`src/palette_quantize_pack_defines.svh`:
```
// Assertion macros for the palette quantizer and packer.
// Included by the top level; depends on nothing else.
`ifndef PALETTE_QUANTIZE_PACK_DEFINES_SVH
`define PALETTE_QUANTIZE_PACK_DEFINES_SVH

// The consequent must hold in the same cycle as the antecedent.
`define PQP_ASSERT_SAME(label, clk, rst_n, ante, cons) \
    label: assert property (@(posedge clk) disable iff (!rst_n) (ante) |-> (cons)) \
        else $error("palette_quantize_pack: same-cycle check failed");

// The consequent must hold in the cycle after the antecedent.
`define PQP_ASSERT_NEXT(label, clk, rst_n, ante, cons) \
    label: assert property (@(posedge clk) disable iff (!rst_n) (ante) |=> (cons)) \
        else $error("palette_quantize_pack: next-cycle check failed");

`endif

```
`src/pqp_pkg.sv`:
```
// Shared types, constants and functions of the palette quantizer and packer.
// Used by the channel interfaces and the top level; depends on nothing.
package pqp_pkg;

    localparam int NUM_ENTRIES = 6;
    localparam int CHAN_W      = 8;
    localparam int COLOR_W     = 3 * CHAN_W;
    localparam int SQ_W        = 2 * CHAN_W;
    localparam int DIST_W      = SQ_W + 2;
    localparam int CODE_W      = 3;
    localparam int NIBBLE_W    = 4;
    localparam int BYTE_W      = 8;
    localparam int CFG_IDX_W   = 3;

    typedef logic [CHAN_W-1:0]   chan_t;
    typedef logic [COLOR_W-1:0]  color_t;
    typedef logic [SQ_W-1:0]     sq_t;
    typedef logic [DIST_W-1:0]   dist_t;
    typedef logic [CODE_W-1:0]   code_t;
    typedef logic [BYTE_W-1:0]   byte_t;

    typedef enum logic [CFG_IDX_W-1:0] {
        CFG_PALETTE_0 = 3'd0,
        CFG_PALETTE_1 = 3'd1,
        CFG_PALETTE_2 = 3'd2,
        CFG_PALETTE_3 = 3'd3,
        CFG_PALETTE_4 = 3'd4,
        CFG_PALETTE_5 = 3'd5
    } cfg_idx_e;

    localparam color_t PALETTE_RESET [NUM_ENTRIES] = '{
        24'h000000, 24'hFFFFFF, 24'hFFF338, 24'hBF0000, 24'h6440FF, 24'h438A1C
    };

    localparam code_t CODE_ENTRY_0 = 3'd0;
    localparam code_t CODE_ENTRY_1 = 3'd1;
    localparam code_t CODE_ENTRY_2 = 3'd2;
    localparam code_t CODE_ENTRY_3 = 3'd3;
    localparam code_t CODE_ENTRY_4 = 3'd5;
    localparam code_t CODE_ENTRY_5 = 3'd6;

    localparam code_t ENTRY_CODE [NUM_ENTRIES] = '{
        CODE_ENTRY_0, CODE_ENTRY_1, CODE_ENTRY_2,
        CODE_ENTRY_3, CODE_ENTRY_4, CODE_ENTRY_5
    };

    function automatic sq_t sq_diff(input chan_t a, input chan_t b);
        chan_t d;
        d = (a >= b) ? chan_t'(a - b) : chan_t'(b - a);
        return sq_t'(d) * sq_t'(d);
    endfunction

    function automatic dist_t color_dist(input chan_t r, input chan_t g, input chan_t b,
                                         input color_t c);
        return dist_t'(sq_diff(r, c[3*CHAN_W-1:2*CHAN_W]))
             + dist_t'(sq_diff(g, c[2*CHAN_W-1:CHAN_W]))
             + dist_t'(sq_diff(b, c[CHAN_W-1:0]));
    endfunction

endpackage

```
`src/pqp_if.sv`:
```
// Valid/ready channel interfaces: pixel requests in, packed byte requests out.
// Depends on pqp_pkg for the payload types.
interface pqp_pixel_if;
    import pqp_pkg::*;

    logic  valid;
    logic  ready;
    chan_t red;
    chan_t green;
    chan_t blue;
    logic  row_end;

    modport source (output valid, output red, output green, output blue,
                    output row_end, input ready);
    modport sink (input valid, input red, input green, input blue,
                  input row_end, output ready);
endinterface

interface pqp_byte_if;
    import pqp_pkg::*;

    logic  valid;
    logic  ready;
    byte_t packed_byte;

    modport source (output valid, output packed_byte, input ready);
    modport sink (input valid, input packed_byte, output ready);
endinterface

```
`src/palette_quantize_pack.sv`:
```
// Top level: nearest palette color search and two-codes-per-byte packing.
// Depends on pqp_pkg, pqp_if.sv and palette_quantize_pack_defines.svh.
//
//   channel   kind          payload                       per request
//   pixel     valid/ready   red, green, blue, row_end     one pixel
//   pair      valid/ready   packed_byte                   two 3-bit codes
//   cfg       write only    cfg_we, cfg_index, cfg_data   one palette color
//
// A pixel is taken into an input register, and in the next cycle six distance
// units and a six-way minimum pick its code, which waits in the pairing register,
// completes a byte in the output register, or is dropped if its pixel ends a row
// with no code waiting. One pixel per cycle; a stalled output holds only pixels that
// end a pair. Reset clears the pairing state and loads the default palette.
`include "palette_quantize_pack_defines.svh"

module palette_quantize_pack (
    input  logic                             clk,
    input  logic                             rst_n,
    pqp_pixel_if.sink                        pixel,
    pqp_byte_if.source                       pair,
    input  logic                             cfg_we,
    input  logic [pqp_pkg::CFG_IDX_W-1:0]    cfg_index,
    input  logic [pqp_pkg::COLOR_W-1:0]      cfg_data
);
    import pqp_pkg::*;

    color_t palette_reg [NUM_ENTRIES];

    logic   in_valid_reg;
    chan_t  red_reg;
    chan_t  green_reg;
    chan_t  blue_reg;
    logic   row_end_reg;

    logic   have_first_reg, have_first_next;
    code_t  held_code_reg, held_code_next;
    logic   out_valid_reg, out_valid_next;
    byte_t  packed_byte_reg, packed_byte_next;

    dist_t  entry_dist [NUM_ENTRIES];
    dist_t  best_dist;
    code_t  best_code;
    logic   out_free;
    logic   advance;

    // Palette registers; writes to unused indexes are ignored.
    always_ff @(posedge clk or negedge rst_n)
    begin
        if (!rst_n)
        begin
            for (int e = 0; e < NUM_ENTRIES; e++)
            begin
                palette_reg[e] <= PALETTE_RESET[e];
            end
        end
        else if (cfg_we)
        begin
            case (cfg_idx_e'(cfg_index))
                CFG_PALETTE_0: palette_reg[0] <= cfg_data;
                CFG_PALETTE_1: palette_reg[1] <= cfg_data;
                CFG_PALETTE_2: palette_reg[2] <= cfg_data;
                CFG_PALETTE_3: palette_reg[3] <= cfg_data;
                CFG_PALETTE_4: palette_reg[4] <= cfg_data;
                CFG_PALETTE_5: palette_reg[5] <= cfg_data;
                default: ;
            endcase
        end
    end

    // A held pixel only needs the output register when it completes a pair.
    assign out_free    = !out_valid_reg || pair.ready;
    assign advance     = in_valid_reg && (!have_first_reg || out_free);
    assign pixel.ready = !in_valid_reg || advance;

    always_ff @(posedge clk or negedge rst_n)
    begin
        if (!rst_n)
        begin
            in_valid_reg <= 1'b0;
        end
        else if (pixel.ready)
        begin
            in_valid_reg <= pixel.valid;
        end
    end

    always_ff @(posedge clk)
    begin
        if (pixel.valid && pixel.ready)
        begin
            red_reg     <= pixel.red;
            green_reg   <= pixel.green;
            blue_reg    <= pixel.blue;
            row_end_reg <= pixel.row_end;
        end
    end

    always_comb
    begin
        for (int e = 0; e < NUM_ENTRIES; e++)
        begin
            entry_dist[e] = color_dist(red_reg, green_reg, blue_reg, palette_reg[e]);
        end
    end

    // Strict less-than keeps the lower entry on a tie.
    always_comb
    begin
        best_dist = entry_dist[0];
        best_code = ENTRY_CODE[0];
        for (int e = 1; e < NUM_ENTRIES; e++)
        begin
            if (entry_dist[e] < best_dist)
            begin
                best_dist = entry_dist[e];
                best_code = ENTRY_CODE[e];
            end
        end
    end

    always_comb
    begin
        have_first_next  = have_first_reg;
        held_code_next   = held_code_reg;
        out_valid_next   = out_valid_reg && !pair.ready;
        packed_byte_next = packed_byte_reg;
        if (advance)
        begin
            if (have_first_reg)
            begin
                have_first_next  = 1'b0;
                held_code_next   = '0;
                out_valid_next   = 1'b1;
                packed_byte_next = {NIBBLE_W'(held_code_reg), NIBBLE_W'(best_code)};
            end
            else if (!row_end_reg)
            begin
                have_first_next = 1'b1;
                held_code_next  = best_code;
            end
        end
    end

    always_ff @(posedge clk or negedge rst_n)
    begin
        if (!rst_n)
        begin
            have_first_reg <= 1'b0;
            held_code_reg  <= '0;
            out_valid_reg  <= 1'b0;
        end
        else
        begin
            have_first_reg <= have_first_next;
            held_code_reg  <= held_code_next;
            out_valid_reg  <= out_valid_next;
        end
    end

    always_ff @(posedge clk)
    begin
        packed_byte_reg <= packed_byte_next;
    end

    assign pair.valid       = out_valid_reg;
    assign pair.packed_byte = packed_byte_reg;

    `PQP_ASSERT_NEXT(a_pair_emits, clk, rst_n, advance && have_first_reg, out_valid_reg && !have_first_reg)
    `PQP_ASSERT_NEXT(a_first_held, clk, rst_n, advance && !have_first_reg && !row_end_reg, have_first_reg)
    `PQP_ASSERT_SAME(a_stall_cause, clk, rst_n, in_valid_reg && !advance, have_first_reg && out_valid_reg && !pair.ready)
    `PQP_ASSERT_NEXT(a_row_end_drop, clk, rst_n, advance && !have_first_reg && row_end_reg, !have_first_reg)

endmodule

```
`src/flat_wrapper.sv`:
```
// flat-port wrapper written by rule: the top's interface ports become plain ports
module palette_quantize_pack_flat import pqp_pkg::*;
  (clk, rst_n, cfg_we, cfg_index, cfg_data, pixel_valid, pixel_red, pixel_green, pixel_blue, pixel_row_end, pixel_ready, pair_valid, pair_packed_byte, pair_ready);
  pqp_pixel_if pixel_i ();
  pqp_byte_if pair_i ();
  input  logic clk;
  input  logic rst_n;
  input  logic cfg_we;
  input  logic [pqp_pkg::CFG_IDX_W-1:0] cfg_index;
  input  logic [pqp_pkg::COLOR_W-1:0] cfg_data;
  input wire logic [$bits(pixel_i.valid)-1:0] pixel_valid;
  input wire logic [$bits(pixel_i.red)-1:0] pixel_red;
  input wire logic [$bits(pixel_i.green)-1:0] pixel_green;
  input wire logic [$bits(pixel_i.blue)-1:0] pixel_blue;
  input wire logic [$bits(pixel_i.row_end)-1:0] pixel_row_end;
  output wire logic [$bits(pixel_i.ready)-1:0] pixel_ready;
  output wire logic [$bits(pair_i.valid)-1:0] pair_valid;
  output wire logic [$bits(pair_i.packed_byte)-1:0] pair_packed_byte;
  input wire logic [$bits(pair_i.ready)-1:0] pair_ready;
  assign pixel_i.valid = pixel_valid;
  assign pixel_i.red = pixel_red;
  assign pixel_i.green = pixel_green;
  assign pixel_i.blue = pixel_blue;
  assign pixel_i.row_end = pixel_row_end;
  assign pixel_ready = pixel_i.ready;
  assign pair_valid = pair_i.valid;
  assign pair_packed_byte = pair_i.packed_byte;
  assign pair_i.ready = pair_ready;
  palette_quantize_pack u_core (.clk(clk), .rst_n(rst_n), .pixel(pixel_i), .pair(pair_i), .cfg_we(cfg_we), .cfg_index(cfg_index), .cfg_data(cfg_data));
endmodule
```
`config.mk`:
```
export PLATFORM = sky130hd
export DESIGN_NAME = palette_quantize_pack_flat
export DESIGN_NICKNAME = d
export VERILOG_FILES = /design/src/pqp_pkg.sv /design/src/pqp_if.sv /design/src/palette_quantize_pack.sv /design/src/flat_wrapper.sv
export VERILOG_INCLUDE_DIRS = /design/src /design/src/src
export SDC_FILE = /design/constraint.sdc
export NUM_CORES = 2
export LEC_CHECK = 0
export BUFFER_PORTS_ARGS = -buffer_cell sky130_fd_sc_hd__buf_2
export CORE_UTILIZATION = 55
export CTS_CLUSTER_DIAMETER = 120
export DETAILED_ROUTE_END_ITERATION = 10
export HOLD_SLACK_MARGIN = 0.06
export PLACE_DENSITY = 0.8
export SLEW_MARGIN = 20
export SYNTH_ARGS = -nofsm -noshare
export SYNTH_HDL_FRONTEND = slang
export SYNTH_SLANG_ARGS = --single-unit
```
`constraint.sdc`:
```
create_clock -name clk -period 21.3 [get_ports clk]
set_input_delay 2.13 -clock clk [delete_from_list [all_inputs] [get_ports clk]]
set_output_delay 2.13 -clock clk [all_outputs]
set_load 0.1 [all_outputs]
```
Word-level counts from Yosys, hierarchy flattened. Index checks and enable logic that the tools add are counted.

Add/subtract/negate cells: 48. Equal/unequal tests: 6. Multiplexer cells: 33. Reductions and logical operators: 19. Order comparisons: 23. $mul: 18.

Operators with widths (number): multiplier 8 x 8 -> 16 bit (18); subtractor 8 bit (36); greater-or-equal comparator 8 bit (18); 2-to-1 mux 8 bit (18); adder 18 x 16 -> 18 bit (6); adder 16 x 16 -> 17 bit (6); < comparator 18 bit (5); 2-to-1 mux 18 bit (4); AND reduction 2 bit (8); 2-to-1 mux 3 bit (4); == test 3 x 2 -> 1 bit (second input constant) (2); == test 3 bit (second input constant) (2); 2-to-1 mux 1 bit (5); logical NOT 1 bit (4); 2-to-1 mux 2 bit (2); == test 3 x 1 -> 1 bit (second input constant) (1); logical AND 1 bit (3); logical NOT 3 bit (1); logical OR 1 bit (3); inequality test 2 bit (second input constant) (1).

Register bits: 181. Bits of input ports: 57. Word-level logic and storage cells: 162.

Logic depth before layout (Yosys ltp).
Depth after elaboration: 17. Mapped depth: 115. Mapped depth without buffers: 111.

Worst setup path after synthesis. OpenSTA, ideal clock, no wires.

Path kind: register to register. From: register u_core.red_reg[1]. To: register u_core.held_code_reg[0]. Buffers on the path: 6. Library setup time: 119 ps. Arrival: 22218 ps. Path slack: -1037 ps. Cell stages (with the launch flop): 102. Required time: 21181 ps. Cell sequence: edfxtp_1 > inv_1 > ha_1 > nand4_1 > o211ai_1 > a21oi_1 > o21ai_0 > a21o_1 > a21oi_1 > a21oi_1 > a221oi_1 > o21ai_0 > a221o_1 > a21boi_0 > o21ai_0 > a221oi_1 > xor2_1 > clkbuf_1 > [... 66 more ...] > nand3b_1 > o31ai_4 > buf_6 > nor2_1 > a21oi_1 > ha_1 > a21oi_1 > nor2b_1 > o21ai_0 > nand2b_1 > a21oi_1 > o21ai_0 > a221o_1 > a21o_1 > a21oi_1 > o41a_1 > a2bb2oi_2 > a21bo_1.

Longest elaborated chain between the ends: 17. Elaborated cells on any way between the ends: 58.

RTL lines: start, declared (line palette_quantize_pack.sv:30) `chan_t red_reg;`; start signal, assigned (line palette_quantize_pack.sv:91) `red_reg <= pixel.red;`; subtractor 8 bit / greater-or-equal comparator 8 bit (equally long branches) (line pqp_pkg.sv:49) `d = (a >= b) ? chan_t'(a - b) : chan_t'(b - a);`; 2-to-1 mux 8 bit (line pqp_pkg.sv:49); multiplier 8 x 8 -> 16 bit (line pqp_pkg.sv:50) `return sq_t'(d) * sq_t'(d);`; adder 16 x 16 -> 17 bit (line pqp_pkg.sv:56) `+ dist_t'(sq_diff(g, c[2*CHAN_W-1:CHAN_W]))`; adder 18 x 16 -> 18 bit (line pqp_pkg.sv:57) `+ dist_t'(sq_diff(b, c[CHAN_W-1:0]));`; < comparator 18 bit (line palette_quantize_pack.sv:113) `if (entry_dist[e] < best_dist)`; 2-to-1 mux 18 bit (line palette_quantize_pack.sv:113); < comparator 18 bit (line palette_quantize_pack.sv:113); [... 2 more ...]; 2-to-1 mux 18 bit (line palette_quantize_pack.sv:113); < comparator 18 bit (line palette_quantize_pack.sv:113); 2-to-1 mux 18 bit (line palette_quantize_pack.sv:113); < comparator 18 bit (line palette_quantize_pack.sv:113); 2-to-1 mux 3 bit (*) (line palette_quantize_pack.sv:113); via u_core.best_code[0] (line palette_quantize_pack.sv:42) `code_t best_code;`; 2-to-1 mux 3 bit (*) (line palette_quantize_pack.sv:136) `else if (!row_end_reg)`; 2-to-1 mux 3 bit (*) (line palette_quantize_pack.sv:129) `if (have_first_reg)`; end signal, assigned (line palette_quantize_pack.sv:155) `held_code_reg <= held_code_next;`; end, declared (line palette_quantize_pack.sv:36) `code_t held_code_reg, held_code_next;`.

Mark *: on every way through the listed nets, which the timed path passes. The rest lies on a longest branch. The select of a mux whose other input is x is not followed. A chain may end at the register's enable or synchronous reset.

Worst setup path in the final report.
From: register u_core.red_reg[0]. To: register u_core.held_code_reg[0].

The elaborated chain is that of the path after synthesis.

==> flow_summary.yaml <==
hold_path:
  min_path_cells: 0
  hp-class: "flip-flop to flip-flop"
timing:
  max_freq_mhz: 47.5
  skew_ns: 0.0241
  grt_setup_unrepaired: "yes"
  fin_crit_sh_pct: 98.9
  drv_slew: 0
  worst_pin_slew_ns: 1.24
  setup_ws_ns: 0.235
  period_needed_ns: 21.06
  finalHoldViolations: 0
  slew_headroom_pct: 17.0
  setup_tns_ns: 0
  setup_viol: 0
global_routing:
  antenna_found_initial: 5
  track_usage_pct: 28.7
  grt_pass1_vias: 41500
  grt_max_degree: 65
  grt_pass1_wl_microns: 215000
  grt_overflow: 0
synthesis:
  synth.avg_cell_area_sq_um: 8.82
  synth_edf_count: 31
  syn_area_sq_mm: 0.0521
  seq_area_frac_synth_pct: 9.17
  synthFlopType: "dfrtp_1"
  ys_ff_latch: 181
  synthArstFlopShare_pct: 82.9
  yosys_warnings: 0
  ys_types: 81
  synthCells: 5900
route:
  first_pass_iters: 6
  drc_errors: 0
  drt-total-wl_microns: 135000
  via_per_inst: 5.41
  ant_nets: 0
  vias: 40300
  drt-initial-drc-count: 2633
  wl_per_cell_microns: 18.1
floorplan:
  die_h_microns: 310
  rows: 112
  dieArea_sq_mm: 0.0959
  coreArea_sq_mm: 0.0935
  die_w_microns: 310
  start_util_pct: 55.7
  ioPinCount: 67
cts:
  clock_latency_ns: 0.55
  htreeDepth: 4
  cts_buffer_depth: 2
  numCtsBuffers: 17
  cts_root_buf: "clkbuf_16"
  cts_sinks: 181
  cts_tree: "done"
  hold_buffers: 0
  clk_pin_slew_ns: 0.08
placed_design:
  gp_congestion: 0.991
  dp_cells: 7374
  io_buffers: 64
  pre_cts_ws_ns: -0.257
  place_hpwl_microns: 114000
run_status:
  outcome: "finished clean"
critical_path:
  cp.arrival_ns: 21.49
  rr_worst_depth: 102
  critPathLaunchType: "flip-flop"
  slowest_stage: "fa_1"
  worstPathMaxFanout: 9
  critPathMaxStageDelay_ns: 0.55
  worstPathRequired_ns: 21.73
  crit_type: "flip-flop to flip-flop"
  worst_setup_path_end_kind: "flip-flop"
final_layout:
  n_fill_cell: 7823
  area_delta_synth_final_pct: 9.74
  fin_nets: 7877
  stdcell_count: 7444
  layout_common_cells: "inv_1 (1428), ha_1 (896), fa_1 (730), nor2_1 (512), a21oi_1 (294)"
  drive_above_1_share_pct: 11.2
  final_common_cell: "inv_1"
  largest_reg_flops: 144
flow_run:
  maxCapViolations: 0
-- worst paths after layout --
kind                                          from                         end  slack (ns)
setup / recovery                 u_core.red_reg[0]     u_core.held_code_reg[0]        0.24
hold / removal             u_core.held_code_reg[1]  u_core.pair.packed_byte[5]        0.46
setup reg to reg                 u_core.red_reg[0]     u_core.held_code_reg[0]        0.24
hold reg to reg            u_core.held_code_reg[1]  u_core.pair.packed_byte[5]        0.46
max in group asynchronous                    rst_n       u_core.palette_reg[0]       18.32
min in group asynchronous                    rst_n     u_core.palette_reg[133]        1.53
-- cells in the mapped netlist, types with 24 or more instances --
| cell | n | area [sq um] |
|---|---|---|
| fa_1 | 732 | 14700 |
| a21o_1 | 89 | 668 |
| nor2_1 | 524 | 1970 |
| nand2b_1 | 108 | 676 |
| clkbuf_1 | 59 | 221 |
| nand2_1 | 281 | 1050 |
| or2_2 | 48 | 300 |
| dfstp_2 | 69 | 1810 |
| nor2b_1 | 72 | 450 |
| o21ai_0 | 238 | 1190 |
| inv_1 | 1440 | 5410 |
| mux2_2 | 70 | 788 |
| a221oi_1 | 28 | 245 |
| dfrtp_1 | 81 | 2030 |
| nand4_1 | 24 | 150 |
| edfxtp_1 | 31 | 931 |
| nor3_1 | 25 | 125 |
| o21bai_1 | 71 | 533 |
| a21oi_1 | 324 | 1620 |
| xnor2_1 | 236 | 2070 |
| ha_1 | 912 | 11400 |
| xor2_1 | 87 | 762 |
| mux2i_1 | 112 | 1120 |
-- cell type report --
| class | count | area (sq um) | share of cell area, % |
|---|---|---|---|
| multi-input cells | 4211 | 42400 | 74.2 |
| clock buffers | 17 | 425 | 0.745 |
| inverters | 1440 | 5410 | 9.48 |
| repair buffers | 325 | 2350 | 4.12 |
| flip-flops and latches | 181 | 4770 | 8.35 |
| well taps | 1254 | 1570 | 2.75 |
| clock inverters | 15 | 220 | 0.386 |
| diodes | 1 | 2.50 | 0.00438 |
-- logic make-up (layout without fill, tap and decap cells) --
kind of cell	Yosys count	after routing	synth area share, %
flops	181	181	9.17
fa+ha+maj	1644	1644	50.1
other cells	1	3	0.00720
compound gates	899	900	10.6
mux	182	182	3.67
simple gates	1160	1160	10.1
buf+inv	1510	1797	10.9
xor+xnor	323	323	5.43
-- critical path, delay by kind of cell (launching register included) --
family                   cells  cell delay (ns)
AO/OA/AOI/OAI               47             8.46
XOR/XNOR                     3             0.56
adder cells (fa/ha/maj)     19             7.58
buffers and inverters       17             1.75
flip-flops                   1             0.42
multiplexers                 2             0.50
AND/OR/NAND/NOR             14             1.69
-- per-stage QoR --
step,instance area (sq um),hold slack (ns),utilization [%]
2_1_floorplan,52200,0.419,-
3_3_place_gp,55500,0.445,59.3
3_5_place_dp,55500,0.430,59.3
4_1_cts,56300,0.462,60.2
5_1_grt,57100,0.463,61.1
6_report,57100,0.456,61.1
-- routing by layer --
metal	track usage [%]	vias up	part of all wire (%)
met4	10.3	8	3.6
met2	46.7	1204	46
met5	0	-	0.041
met3	4.19	286	6.3
li1	-	19100	-
met1	38.7	19700	44
-- what timing repair did --
action,in CTS,in global routing
pin swaps,25,110
gates cloned,2,0
hold endpoints to repair,0,0
setup buffers,6,29
endpoints found under the setup margin,6,6
gates resized for setup,26,144
Power is left out: the tool's default activity adds up to more than one toggle a clock period on the data nets, which glitch-free logic cannot reach.
